## config.mk

```make
export PLATFORM = sky130hd
export DESIGN_NAME = triangle_elevation_lookup_flat
export DESIGN_NICKNAME = d
export VERILOG_FILES = /design/src/sv/tel_pkg.sv /design/src/sv/tel_channel_if.sv /design/src/sv/triangle_elevation_lookup.sv /design/src/flat_wrapper.sv
export VERILOG_INCLUDE_DIRS = /design/src /design/src/sv
export SDC_FILE = /design/constraint.sdc
export NUM_CORES = 2
export LEC_CHECK = 0
export BUFFER_PORTS_ARGS = -buffer_cell sky130_fd_sc_hd__buf_2
export CORE_MARGIN = 5
export CORE_UTILIZATION = 68
export DETAILED_ROUTE_END_ITERATION = 6
export PLACE_DENSITY_LB_ADDON = 0.3
export SYNTH_ARGS = -nofsm -noshare
export SYNTH_HDL_FRONTEND = slang
export SYNTH_SLANG_ARGS = --single-unit
```

## constraint.sdc

```tcl
create_clock -name clock -period 27.9 [get_ports clock]
set_input_delay 6.975 -clock clock [delete_from_list [all_inputs] [get_ports clock]]
set_output_delay 6.975 -clock clock [all_outputs]
set_load 0.05 [all_outputs]
```

## src/sv/triangle_elevation_lookup_assert.svh

```systemverilog
// ----------------------------------------------------------------------------
// triangle elevation lookup assertion macros
// shared property forms for the lookup block
// ----------------------------------------------------------------------------
`ifndef TRIANGLE_ELEVATION_LOOKUP_ASSERT_SVH
`define TRIANGLE_ELEVATION_LOOKUP_ASSERT_SVH

// same-cycle implication
`define TEL_ASSERT_NOW(label, clk, rst, ante, cons) \
   label: assert property (@(posedge clk) disable iff (rst) (ante) |-> (cons)) \
      else $error("tel assertion failed");

// next-cycle implication
`define TEL_ASSERT_NEXT(label, clk, rst, ante, cons) \
   label: assert property (@(posedge clk) disable iff (rst) (ante) |=> (cons)) \
      else $error("tel assertion failed");

`endif

```

## src/sv/tel_pkg.sv

```systemverilog
// ----------------------------------------------------------------------------
// tel_pkg
// shared constants and sequencer states of the triangle elevation lookup
// ----------------------------------------------------------------------------
package tel_pkg;

   localparam int COORD_BITS_DEFAULT = 32;

   typedef enum logic [7:0] {
      S_IDLE   = 8'b0000_0001,
      S_LOAD   = 8'b0000_0010,
      S_MUL    = 8'b0000_0100,
      S_AREA   = 8'b0000_1000,
      S_AABS   = 8'b0001_0000,
      S_NABS   = 8'b0010_0000,
      S_DIV    = 8'b0100_0000,
      S_FINISH = 8'b1000_0000
   } state_type;

endpackage

```

## src/sv/tel_channel_if.sv

```systemverilog
// ----------------------------------------------------------------------------
// tel channel interfaces
// triangle request and elevation response channels, valid/ready
// ----------------------------------------------------------------------------
interface tel_req_if #(parameter int COORD_BITS = tel_pkg::COORD_BITS_DEFAULT) ();
   logic                  valid;
   logic                  ready;
   logic [COORD_BITS-1:0] query_x;
   logic [COORD_BITS-1:0] query_y;
   logic [COORD_BITS-1:0] vert_a_x;
   logic [COORD_BITS-1:0] vert_a_y;
   logic [COORD_BITS-1:0] vert_a_z;
   logic [COORD_BITS-1:0] vert_b_x;
   logic [COORD_BITS-1:0] vert_b_y;
   logic [COORD_BITS-1:0] vert_b_z;
   logic [COORD_BITS-1:0] vert_c_x;
   logic [COORD_BITS-1:0] vert_c_y;
   logic [COORD_BITS-1:0] vert_c_z;
   logic                  last_triangle;

   modport source (
      output valid, query_x, query_y, vert_a_x, vert_a_y, vert_a_z,
             vert_b_x, vert_b_y, vert_b_z, vert_c_x, vert_c_y, vert_c_z,
             last_triangle,
      input  ready
   );
   modport sink (
      input  valid, query_x, query_y, vert_a_x, vert_a_y, vert_a_z,
             vert_b_x, vert_b_y, vert_b_z, vert_c_x, vert_c_y, vert_c_z,
             last_triangle,
      output ready
   );
endinterface

interface tel_rsp_if #(parameter int COORD_BITS = tel_pkg::COORD_BITS_DEFAULT) ();
   logic                  valid;
   logic                  ready;
   logic                  found;
   logic [COORD_BITS-1:0] elevation;

   modport source (output valid, found, elevation, input ready);
   modport sink (input valid, found, elevation, output ready);
endinterface

```

## src/sv/triangle_elevation_lookup.sv

```systemverilog
// ----------------------------------------------------------------------------
// triangle elevation lookup
// barycentric point-in-triangle search over a triangle stream with
// interpolated elevation of the first containing triangle
// ----------------------------------------------------------------------------
//  channel  dir  payload                                     transaction
//  req      in   query x/y, vertices a/b/c x/y/z, last mark  one triangle
//  rsp      out  found, elevation                            one per last triangle
//
//  one shared add/subtract unit runs a sequencer: six shift-add products
//  for the edge weights, the area sum, three more products for the
//  numerator, then n restoring divide steps (n = COORD_BITS)
//  a triangle that misses or is degenerate skips the numerator and divide,
//  and one after a hit goes straight to the finish step
//  synchronous active-high reset clears sequencer, hit and response valid
//  a last triangle waits in the finish step while the response is stalled
`include "triangle_elevation_lookup_assert.svh"

module triangle_elevation_lookup #(
   parameter int COORD_BITS = tel_pkg::COORD_BITS_DEFAULT
) (
   input  logic      clock,
   input  logic      reset,
   tel_req_if.sink   req,
   tel_rsp_if.source rsp
);

   localparam int N   = COORD_BITS;
   localparam int DW  = N + 1;
   localparam int WTW = 2 * N + 3;
   localparam int AW  = 2 * N + 5;
   localparam int W   = 3 * N + 6;
   localparam int CW  = $clog2(N + 1);

   tel_pkg::state_type state_ff, state_in;

   logic [N-1:0] qx_ff, qy_ff, ax_ff, ay_ff, az_ff, bx_ff, by_ff, bz_ff;
   logic [N-1:0] cx_ff, cy_ff, cz_ff;
   logic [N-1:0] qx_in, qy_in, ax_in, ay_in, az_in, bx_in, by_in, bz_in;
   logic [N-1:0] cx_in, cy_in, cz_in;
   logic         last_ff, last_in;

   logic [W-1:0]   acc_ff, acc_in, mc_ff, mc_in;
   logic [DW-1:0]  mp_ff, mp_in;
   logic [CW-1:0]  cnt_ff, cnt_in;
   logic [2:0]     k_ff, k_in;
   logic           phase_ff, phase_in;
   logic [WTW-1:0] wa_ff, wb_ff, wc_ff, wa_in, wb_in, wc_in;
   logic [AW-1:0]  area_ff, area_in;
   logic           qneg_ff, qneg_in;
   logic [N-1:0]   q_ff, q_in;
   logic           hit_ff, hit_in;
   logic [N-1:0]   held_ff, held_in;
   logic           rsp_valid_ff, rsp_valid_in;
   logic           found_ff, found_in;
   logic [N-1:0]   elev_ff, elev_in;

   logic [DW-1:0] d_cbx, d_yby, d_cby, d_xbx, d_acx, d_ycy, d_acy, d_xcx;
   logic [DW-1:0] d_bax, d_yay, d_bay, d_xax;
   logic [DW-1:0] mc_sel, mp_sel;
   logic [WTW-1:0] w_sel;
   logic [N-1:0]  z_sel;

   logic         add_zero_a, add_sub;
   logic [W-1:0] add_a, add_b, add_sum, acc_mul, div_opnd;
   logic         mul_top, contain, area_zero;
   logic [N-1:0] q_fin;
   logic         rsp_free;

   function automatic logic [DW-1:0] sdiff(input logic [N-1:0] a, input logic [N-1:0] b);
      sdiff = {a[N-1], a} - {b[N-1], b};
   endfunction

   assign d_cbx = sdiff(cx_ff, bx_ff);
   assign d_yby = sdiff(qy_ff, by_ff);
   assign d_cby = sdiff(cy_ff, by_ff);
   assign d_xbx = sdiff(qx_ff, bx_ff);
   assign d_acx = sdiff(ax_ff, cx_ff);
   assign d_ycy = sdiff(qy_ff, cy_ff);
   assign d_acy = sdiff(ay_ff, cy_ff);
   assign d_xcx = sdiff(qx_ff, cx_ff);
   assign d_bax = sdiff(bx_ff, ax_ff);
   assign d_yay = sdiff(qy_ff, ay_ff);
   assign d_bay = sdiff(by_ff, ay_ff);
   assign d_xax = sdiff(qx_ff, ax_ff);

   always_comb begin
      case (k_ff)
         3'd0:    begin mc_sel = d_cbx; mp_sel = d_yby; end
         3'd1:    begin mc_sel = d_cby; mp_sel = d_xbx; end
         3'd2:    begin mc_sel = d_acx; mp_sel = d_ycy; end
         3'd3:    begin mc_sel = d_acy; mp_sel = d_xcx; end
         3'd4:    begin mc_sel = d_bax; mp_sel = d_yay; end
         default: begin mc_sel = d_bay; mp_sel = d_xax; end
      endcase
      case (k_ff)
         3'd0:    begin w_sel = wa_ff; z_sel = az_ff; end
         3'd1:    begin w_sel = wb_ff; z_sel = bz_ff; end
         default: begin w_sel = wc_ff; z_sel = cz_ff; end
      endcase
   end

   // shared adder
   assign add_a   = add_zero_a ? '0 : acc_ff;
   assign add_sum = add_a + (add_sub ? ~add_b : add_b) + W'(add_sub);

   assign mul_top   = (cnt_ff == CW'(N));
   assign acc_mul   = mp_ff[0] ? add_sum : acc_ff;
   assign div_opnd  = {{(W-AW){1'b0}}, area_ff} << cnt_ff;
   assign area_zero = (acc_ff == '0);
   assign contain   = (!wa_ff[WTW-1] && !wb_ff[WTW-1] && !wc_ff[WTW-1]) ||
                      ((wa_ff[WTW-1] || wa_ff == '0) && (wb_ff[WTW-1] || wb_ff == '0) &&
                       (wc_ff[WTW-1] || wc_ff == '0));
   assign q_fin     = {q_ff[N-2:0], ~add_sum[W-1]};
   assign rsp_free  = !rsp_valid_ff || rsp.ready;

   assign req.ready     = (state_ff == tel_pkg::S_IDLE);
   assign rsp.valid     = rsp_valid_ff;
   assign rsp.found     = found_ff;
   assign rsp.elevation = elev_ff;

   always_comb begin
      state_in = state_ff;
      qx_in = qx_ff; qy_in = qy_ff;
      ax_in = ax_ff; ay_in = ay_ff; az_in = az_ff;
      bx_in = bx_ff; by_in = by_ff; bz_in = bz_ff;
      cx_in = cx_ff; cy_in = cy_ff; cz_in = cz_ff;
      last_in = last_ff;
      acc_in = acc_ff; mc_in = mc_ff; mp_in = mp_ff; cnt_in = cnt_ff;
      k_in = k_ff; phase_in = phase_ff;
      wa_in = wa_ff; wb_in = wb_ff; wc_in = wc_ff;
      area_in = area_ff; qneg_in = qneg_ff; q_in = q_ff;
      hit_in = hit_ff; held_in = held_ff;
      rsp_valid_in = rsp_valid_ff && !rsp.ready;
      found_in = found_ff; elev_in = elev_ff;
      add_zero_a = 1'b0;
      add_sub    = 1'b0;
      add_b      = mc_ff;

      case (state_ff)
         tel_pkg::S_IDLE: begin
            if (req.valid) begin
               qx_in = req.query_x;  qy_in = req.query_y;
               ax_in = req.vert_a_x; ay_in = req.vert_a_y; az_in = req.vert_a_z;
               bx_in = req.vert_b_x; by_in = req.vert_b_y; bz_in = req.vert_b_z;
               cx_in = req.vert_c_x; cy_in = req.vert_c_y; cz_in = req.vert_c_z;
               last_in  = req.last_triangle;
               acc_in   = '0;
               k_in     = '0;
               phase_in = 1'b0;
               state_in = hit_ff ? tel_pkg::S_FINISH : tel_pkg::S_LOAD;
            end
         end
         tel_pkg::S_LOAD: begin
            if (!phase_ff) begin
               mc_in = {{(W-DW){mc_sel[DW-1]}}, mc_sel};
               mp_in = mp_sel;
            end else begin
               mc_in = {{(W-WTW){w_sel[WTW-1]}}, w_sel};
               mp_in = {z_sel[N-1], z_sel};
            end
            cnt_in   = '0;
            state_in = tel_pkg::S_MUL;
         end
         tel_pkg::S_MUL: begin
            // sign bit of the multiplier has negative weight
            add_sub = (!phase_ff && k_ff[0]) ^ mul_top;
            acc_in  = acc_mul;
            mc_in   = mc_ff << 1;
            mp_in   = mp_ff >> 1;
            cnt_in  = cnt_ff + CW'(1);
            if (mul_top) begin
               cnt_in = '0;
               k_in   = k_ff + 3'd1;
               state_in = tel_pkg::S_LOAD;
               if (!phase_ff) begin
                  if (k_ff[0]) begin
                     acc_in = '0;
                     case (k_ff[2:1])
                        2'd0:    wa_in = acc_mul[WTW-1:0];
                        2'd1:    wb_in = acc_mul[WTW-1:0];
                        default: wc_in = acc_mul[WTW-1:0];
                     endcase
                  end
                  if (k_ff == 3'd5) begin
                     k_in     = '0;
                     state_in = tel_pkg::S_AREA;
                  end
               end else if (k_ff == 3'd2) begin
                  state_in = tel_pkg::S_NABS;
               end
            end
         end
         tel_pkg::S_AREA: begin
            add_b  = {{(W-WTW){w_sel[WTW-1]}}, w_sel};
            acc_in = add_sum;
            k_in   = k_ff + 3'd1;
            if (k_ff == 3'd2) begin
               state_in = tel_pkg::S_AABS;
            end
         end
         tel_pkg::S_AABS: begin
            add_zero_a = 1'b1;
            add_sub    = 1'b1;
            add_b      = acc_ff;
            if (contain && !area_zero) begin
               area_in  = acc_ff[W-1] ? add_sum[AW-1:0] : acc_ff[AW-1:0];
               qneg_in  = acc_ff[W-1];
               acc_in   = '0;
               k_in     = '0;
               phase_in = 1'b1;
               state_in = tel_pkg::S_LOAD;
            end else begin
               state_in = tel_pkg::S_FINISH;
            end
         end
         tel_pkg::S_NABS: begin
            add_zero_a = 1'b1;
            add_sub    = 1'b1;
            add_b      = acc_ff;
            acc_in     = acc_ff[W-1] ? add_sum : acc_ff;
            qneg_in    = qneg_ff ^ acc_ff[W-1];
            q_in       = '0;
            cnt_in     = CW'(N - 1);
            state_in   = tel_pkg::S_DIV;
         end
         tel_pkg::S_DIV: begin
            add_sub = 1'b1;
            add_b   = div_opnd;
            if (!add_sum[W-1]) begin
               acc_in = add_sum;
            end
            q_in   = q_fin;
            cnt_in = cnt_ff - CW'(1);
            if (cnt_ff == '0) begin
               held_in  = qneg_ff ? (~q_fin + N'(1)) : q_fin;
               hit_in   = 1'b1;
               state_in = tel_pkg::S_FINISH;
            end
         end
         tel_pkg::S_FINISH: begin
            if (!last_ff) begin
               state_in = tel_pkg::S_IDLE;
            end else if (rsp_free) begin
               rsp_valid_in = 1'b1;
               found_in     = hit_ff;
               elev_in      = hit_ff ? held_ff : '0;
               hit_in       = 1'b0;
               held_in      = '0;
               state_in     = tel_pkg::S_IDLE;
            end
         end
         default: begin
            state_in = tel_pkg::S_IDLE;
         end
      endcase
   end

   always_ff @(posedge clock) begin
      if (reset) begin
         state_ff     <= tel_pkg::S_IDLE;
         hit_ff       <= 1'b0;
         held_ff      <= '0;
         rsp_valid_ff <= 1'b0;
      end else begin
         state_ff     <= state_in;
         hit_ff       <= hit_in;
         held_ff      <= held_in;
         rsp_valid_ff <= rsp_valid_in;
      end
   end

   always_ff @(posedge clock) begin
      qx_ff <= qx_in; qy_ff <= qy_in;
      ax_ff <= ax_in; ay_ff <= ay_in; az_ff <= az_in;
      bx_ff <= bx_in; by_ff <= by_in; bz_ff <= bz_in;
      cx_ff <= cx_in; cy_ff <= cy_in; cz_ff <= cz_in;
      last_ff  <= last_in;
      acc_ff   <= acc_in;
      mc_ff    <= mc_in;
      mp_ff    <= mp_in;
      cnt_ff   <= cnt_in;
      k_ff     <= k_in;
      phase_ff <= phase_in;
      wa_ff    <= wa_in;
      wb_ff    <= wb_in;
      wc_ff    <= wc_in;
      area_ff  <= area_in;
      qneg_ff  <= qneg_in;
      q_ff     <= q_in;
      found_ff <= found_in;
      elev_ff  <= elev_in;
   end

   `TEL_ASSERT_NOW(a_miss_zero, clock, reset, rsp.valid && !rsp.found, rsp.elevation == '0)
   `TEL_ASSERT_NEXT(a_accept_busy, clock, reset, req.valid && req.ready, state_ff != tel_pkg::S_IDLE)
   `TEL_ASSERT_NOW(a_hit_from_div, clock, reset, $rose(hit_ff), $past(state_ff) == tel_pkg::S_DIV)
   `TEL_ASSERT_NOW(a_div_area, clock, reset, state_ff == tel_pkg::S_DIV, area_ff != '0)

endmodule
```

## src/flat_wrapper.sv

```systemverilog
// flat-port wrapper written by rule: the top's interface ports become plain ports
module triangle_elevation_lookup_flat 
#(
   parameter int COORD_BITS = tel_pkg::COORD_BITS_DEFAULT
)
  (clock, reset, req_valid, req_query_x, req_query_y, req_vert_a_x, req_vert_a_y, req_vert_a_z, req_vert_b_x, req_vert_b_y, req_vert_b_z, req_vert_c_x, req_vert_c_y, req_vert_c_z, req_last_triangle, req_ready, rsp_valid, rsp_found, rsp_elevation, rsp_ready);
  tel_req_if #(.COORD_BITS(COORD_BITS)) req_i ();
  tel_rsp_if #(.COORD_BITS(COORD_BITS)) rsp_i ();
  input  logic clock;
  input  logic reset;
  input wire logic [$bits(req_i.valid)-1:0] req_valid;
  input wire logic [$bits(req_i.query_x)-1:0] req_query_x;
  input wire logic [$bits(req_i.query_y)-1:0] req_query_y;
  input wire logic [$bits(req_i.vert_a_x)-1:0] req_vert_a_x;
  input wire logic [$bits(req_i.vert_a_y)-1:0] req_vert_a_y;
  input wire logic [$bits(req_i.vert_a_z)-1:0] req_vert_a_z;
  input wire logic [$bits(req_i.vert_b_x)-1:0] req_vert_b_x;
  input wire logic [$bits(req_i.vert_b_y)-1:0] req_vert_b_y;
  input wire logic [$bits(req_i.vert_b_z)-1:0] req_vert_b_z;
  input wire logic [$bits(req_i.vert_c_x)-1:0] req_vert_c_x;
  input wire logic [$bits(req_i.vert_c_y)-1:0] req_vert_c_y;
  input wire logic [$bits(req_i.vert_c_z)-1:0] req_vert_c_z;
  input wire logic [$bits(req_i.last_triangle)-1:0] req_last_triangle;
  output wire logic [$bits(req_i.ready)-1:0] req_ready;
  output wire logic [$bits(rsp_i.valid)-1:0] rsp_valid;
  output wire logic [$bits(rsp_i.found)-1:0] rsp_found;
  output wire logic [$bits(rsp_i.elevation)-1:0] rsp_elevation;
  input wire logic [$bits(rsp_i.ready)-1:0] rsp_ready;
  assign req_i.valid = req_valid;
  assign req_i.query_x = req_query_x;
  assign req_i.query_y = req_query_y;
  assign req_i.vert_a_x = req_vert_a_x;
  assign req_i.vert_a_y = req_vert_a_y;
  assign req_i.vert_a_z = req_vert_a_z;
  assign req_i.vert_b_x = req_vert_b_x;
  assign req_i.vert_b_y = req_vert_b_y;
  assign req_i.vert_b_z = req_vert_b_z;
  assign req_i.vert_c_x = req_vert_c_x;
  assign req_i.vert_c_y = req_vert_c_y;
  assign req_i.vert_c_z = req_vert_c_z;
  assign req_i.last_triangle = req_last_triangle;
  assign req_ready = req_i.ready;
  assign rsp_valid = rsp_i.valid;
  assign rsp_found = rsp_i.found;
  assign rsp_elevation = rsp_i.elevation;
  assign rsp_i.ready = rsp_ready;
  triangle_elevation_lookup #(.COORD_BITS(COORD_BITS)) u_core (.clock(clock), .reset(reset), .req(req_i), .rsp(rsp_i));
endmodule
```

# After elaboration in Yosys (flattened, before gate mapping)
# Cells that the tools add are included.
# totals
inputBits	357
out_inout_bits	35
word_cells	193
regBits	977
# op_classes
n_eq_ne	25
addsub	18
n_shift	1
bitwise	7
muxes	61
reduce_logical	50
# op_table
op	n
102-bit 2-to-1 mux	11
102-bit one-hot mux with 6 select lines	1
32-bit by 32-bit subtractor with 33-bit output	12
33-bit one-hot mux with 5 select lines	2
102-bit one-hot mux with 3 select lines	1
102-bit one-hot mux with 2 select lines	1
67-bit zero test	3
67-bit one-hot mux with 2 select lines	1
32-bit 2-to-1 mux	4
32-bit one-hot mux with 2 select lines	2
102-bit by 1-bit adder with 102-bit output	1
102-bit adder	1
102-bit zero test	1
102-bit NOT	1
69-bit by 6-bit << shifter with 102-bit output	1
8-bit 2-to-1 mux	9
69-bit 2-to-1 mux	1
33-bit one-hot mux with 2 select lines	1
8-bit one-hot mux with 8 select lines	1
31-bit one-hot mux with 2 select lines	1
33-bit 2-to-1 mux	1
32-bit by 1-bit adder with 32-bit output (second input constant)	1
32-bit NOT	1
5-bit AND reduction	5
other kinds (42)	98

# Longest topological paths before layout
# depth
word_depth	13
ltp_mapped	40
mapped_depth_nobuf	34

# Worst setup path before layout
# Ideal clock, no wire load.
# synth_path
path_type	input to register
from	input req_valid
to	register u_core.ax_ff[0] (enable)
setup_ns	0.759
required_ns	27.141
arrival_time_ns	14.923
cell_stages	1
slack_ns	12.218
n_path_buf	0
path_cell_list	and2_1
# synth_via
elab_chain_len	1
# synth_lines
element	line	rtl
start, declared	flat_wrapper.sv:11	input wire logic [$bits(req_i.valid)-1:0] req_valid;
2-bit AND reduction (no line)	--	
end signal, assigned	triangle_elevation_lookup.sv:275	ax_ff <= ax_in; ay_ff <= ay_in; az_ff <= az_in;
end, declared	triangle_elevation_lookup.sv:37	logic [N-1:0] qx_ff, qy_ff, ax_ff, ay_ff, az_ff, bx_ff, by_ff, bz_ff;
# Every way passes these cells.
# A chain may end at the register's enable or synchronous reset.

# Final worst setup path
# layout_path
from	input req_valid
to	register u_core.cz_ff[1] (enable)
# layout_via
elab_chain_len	1
# layout_lines
element	line	rtl
2-bit AND reduction (no line)	--	
end signal, assigned	triangle_elevation_lookup.sv:277	cx_ff <= cx_in; cy_ff <= cy_in; cz_ff <= cz_in;
end, declared	triangle_elevation_lookup.sv:38	logic [N-1:0] cx_ff, cy_ff, cz_ff;
# Every way passes these cells.

==> metrics.yaml <==
initial_utilization: 0.686
drtPass1Iterations: 7
ys_top_cells_by_area: "edfxtp_1 42%, ha_1 6.8%, o21ai_0 4.4%"
critPathMostFrequentCell: "buf_4"
worstMarginPinSlew_ps: 1430
grt_pass1_wl_um: 361000
clk_latency_ps: 730
powerDensity_nw_per_um2: 122
dieHeight_um: 325
post_cts_buffers: 0
yosysUniqueCellTypes: 101
clock-root-buffer: "clkbuf_16"
path_class: "input port to register"
final.min_clock_period_ps: 9780
io_buffer_count: 391
ant_nets: 0
skew_ps: 35.2
violations: "DRC"
final_util: 0.748
fin_nets: 7844
synth_top_area_share: 0.416
die_area_um2: 106000
fmax_ghz: 0.102
synth_edf_count: 935
ys_seq_area_frac: 0.429
postSynthAreaPerCell_um2: 9.74
synth-seq-cells: 977
rsz0062_at_grt: "false"
slew_headroom: 0.0459
hp-class: "register to register"
vdd_ir_drop_max_uv: 185
fillers: 6961
synth_ff_type: "edfxtp_1"
cp.required_ps: 28220
critical-path-slowest-cell: "buf_4"
p_clk_frac: 0.148
multi_input_area_um2: 36000
vias_per_cell: 7.21
ios: 392
std_cell_rows: 115
synthToLayoutAreaGrowth_pct: 9.06
synth_warnings: 0
drt_iter0_markers: 9208
max-cap-violations: 0
seq_power_share: 0.272
drv_slew: 0
clk_transition_reported_paths_ps: 60
period_share: 0.350
synth_area_um2: 67500
die_w_um: 325
stdcell_area_um2: 73600
path_cells: "buf_2, and2_4, buf_4, buf_4, buf_12"
intPower_mw: 4.73
synth.largest_area_cell: "edfxtp_1"
antenna_found_initial: 11
finalSetupTns_ps: 0
p_sw_mw: 4.27
core_um2: 98400
cts_buffers: 99
setup_viol: 0
regArea_um2: 28900
wirelength_um: 246000
grt_max_degree: 183
cts_hold_buf: 0
hold_violations: 0
cts_resized: 0
drive_above_1_share: 0.125
async_flop_share: 0
switching_share: 0.475
crit_fanout: 182
htree_levels: 3
arrival_ps: 10100
critical_path.max_stage_delay_ps: 840
status: "complete, but fails checks"
p_leak_nw: 28.9
p_comb_frac: 0.580
grt_pass1_vias: 58300
worst_setup_path_start_kind: "input port"
drc: 55
end_kind: "register"
route.vias.total: 61200
cts.sinks: 977
syn_nets: 7661
syn_inst: 6930
cts_tree: "yes"
dpl-instance-area_um2: 70400
overflow: 0
grt_usage: 0.447
clockBufferDepth: 3
routedWlPerCell_um: 29.0
gp_congestion: 1.11
dpl.hpwl_um: 182000
## final timing paths
path | startpoint | end | slack (ps) | cells past startpoint
max | req_valid | u_core.cz_ff[1] | 18120 | 5
min | u_core.held_ff[13] | u_core.held_ff[13] | 450 | 2
max reg2reg | u_core.cnt_ff[1] | u_core.held_ff[22] | 18320 | 30
min reg2reg | u_core.held_ff[13] | u_core.held_ff[13] | 450 | 2
## layout make-up
class	count	share of cell area
Clock inverter	53	0.00650
Antenna cell	9	0.000306
Inverter	333	0.0170
Clock buffer	130	0.0365
Tap cell	1287	0.0219
Multi-Input combinational cell	5221	0.489
Sequential cell	977	0.393
Timing Repair Buffer	481	0.0361
## state kept, by name (all words and copies together) (netlist names), 8 cells and up
name	count
u_core.acc_ff	102
u_core.wa_ff	67
u_core.rsp.elevation	32
u_core.bz_ff	32
u_core.area_ff	69
u_core.held_ff	32
u_core.by_ff	32
u_core.qy_ff	32
u_core.ax_ff	32
u_core.qx_ff	32
u_core.state_ff	8
u_core.wb_ff	67
u_core.wc_ff	67
u_core.mp_ff	33
u_core.bx_ff	32
u_core.mc_ff	102
u_core.ay_ff	32
u_core.q_ff	31
u_core.cx_ff	32
u_core.cz_ff	32
u_core.az_ff	32
u_core.cy_ff	32
## critical path: cells and delay by family
kind                   cells  cell delay (ps)
and+or+nand+nor            1              490
buffers and inverters      4             2280
## through the flow
step,instances,setup slack [ps],power [mW],hold slack (ps)
final,8491,18120,9.01,454
after global routing,8485,17820,9.37,464
after CTS,8481,18230,8.76,450
after detailed placement,8298,17520,7.40,440
after global placement,8298,17630,7.29,438
after floorplan,6930,12220,5.88,417
## logic make-up (layout without fill, tap and decap cells)
logic type,Yosys count,in the layout,synth area share
AO/OA/AOI/OAI,2195,2195,0.211
XOR/XNOR,431,431,0.0562
adder cells (fa/ha/maj),374,374,0.0704
buffers and inverters,732,997,0.0412
flip-flops,977,977,0.429
multiplexers,284,284,0.0544
other,0,9,0
AND/OR/NAND/NOR,1937,1937,0.138
## placed cells by master, fill, tap and decap left out, types with 36 or more instances in the layout
cell type / count
a211oi_1: 57
a21o_1: 189
a21oi_1: 519
a221o_1: 44
a221oi_1: 36
a222oi_1: 47
a22o_1: 69
a22oi_1: 86
a31oi_1: 61
and2_1: 185
and3_1: 39
buf_2: 391
buf_4: 88
clkbuf_16: 103
dfxtp_1: 42
edfxtp_1: 935
ha_1: 363
inv_1: 329
mux2_2: 130
mux2i_1: 101
mux4_2: 53
nand2_1: 622
nand2b_1: 71
nand3_1: 151
nand4_1: 69
nor2_1: 427
nor2b_1: 63
nor3_1: 79
nor4_1: 86
o211ai_1: 49
o21a_1: 48
o21ai_0: 591
o21bai_1: 64
o221ai_1: 47
o22ai_1: 51
o31ai_1: 42
or3_1: 43
xnor2_1: 297
xor2_1: 133
## synthesized netlist by cell type (17+ instances only)
| cell | count |
|---|---|
| a22o_1 | 69 |
| nand2b_1 | 71 |
| o21a_1 | 50 |
| a221o_1 | 44 |
| a31oi_1 | 61 |
| a221oi_1 | 36 |
| nor3_1 | 80 |
| and2_1 | 186 |
| mux2_2 | 130 |
| nor2_1 | 432 |
| o41ai_1 | 17 |
| a21boi_0 | 19 |
| o22ai_1 | 51 |
| nand4_1 | 69 |
| xnor2_1 | 297 |
| mux2i_1 | 101 |
| nand3_1 | 153 |
| ha_1 | 365 |
| xor2_1 | 133 |
| or3_1 | 44 |
| nor2b_1 | 65 |
| o21bai_1 | 64 |
| o21ai_1 | 20 |
| nor4_1 | 88 |
| a222oi_1 | 47 |
| a211oi_1 | 57 |
| buf_1 | 48 |
| a22oi_1 | 86 |
| dfxtp_1 | 42 |
| o21ai_0 | 593 |
| edfxtp_1 | 935 |
| nand2_1 | 626 |
| and3_1 | 40 |
| clkbuf_1 | 333 |
| o211ai_1 | 49 |
| a21o_1 | 189 |
| o31ai_1 | 42 |
| a21oi_1 | 520 |
| mux4_2 | 53 |
| inv_1 | 331 |
| o221ai_1 | 47 |
## power groups by stage
stage | clock network, mW | logic (mW) | registers, mW
floorplan | 0 | 3.49 | 2.39
global placement | 0 | 4.85 | 2.44
detailed placement | 0 | 4.95 | 2.45
CTS | 1.33 | 5.01 | 2.42
global route | 1.40 | 5.52 | 2.45
finish | 1.33 | 5.23 | 2.45
## per-layer routing
metal	GRT usage	wire [µm]
met3	0.0952	28800
met2	0.712	111000
met5	0.00181	71
met4	0.307	22200
met1	0.547	84100
Note: power is estimated with default switching activity, not from simulation.
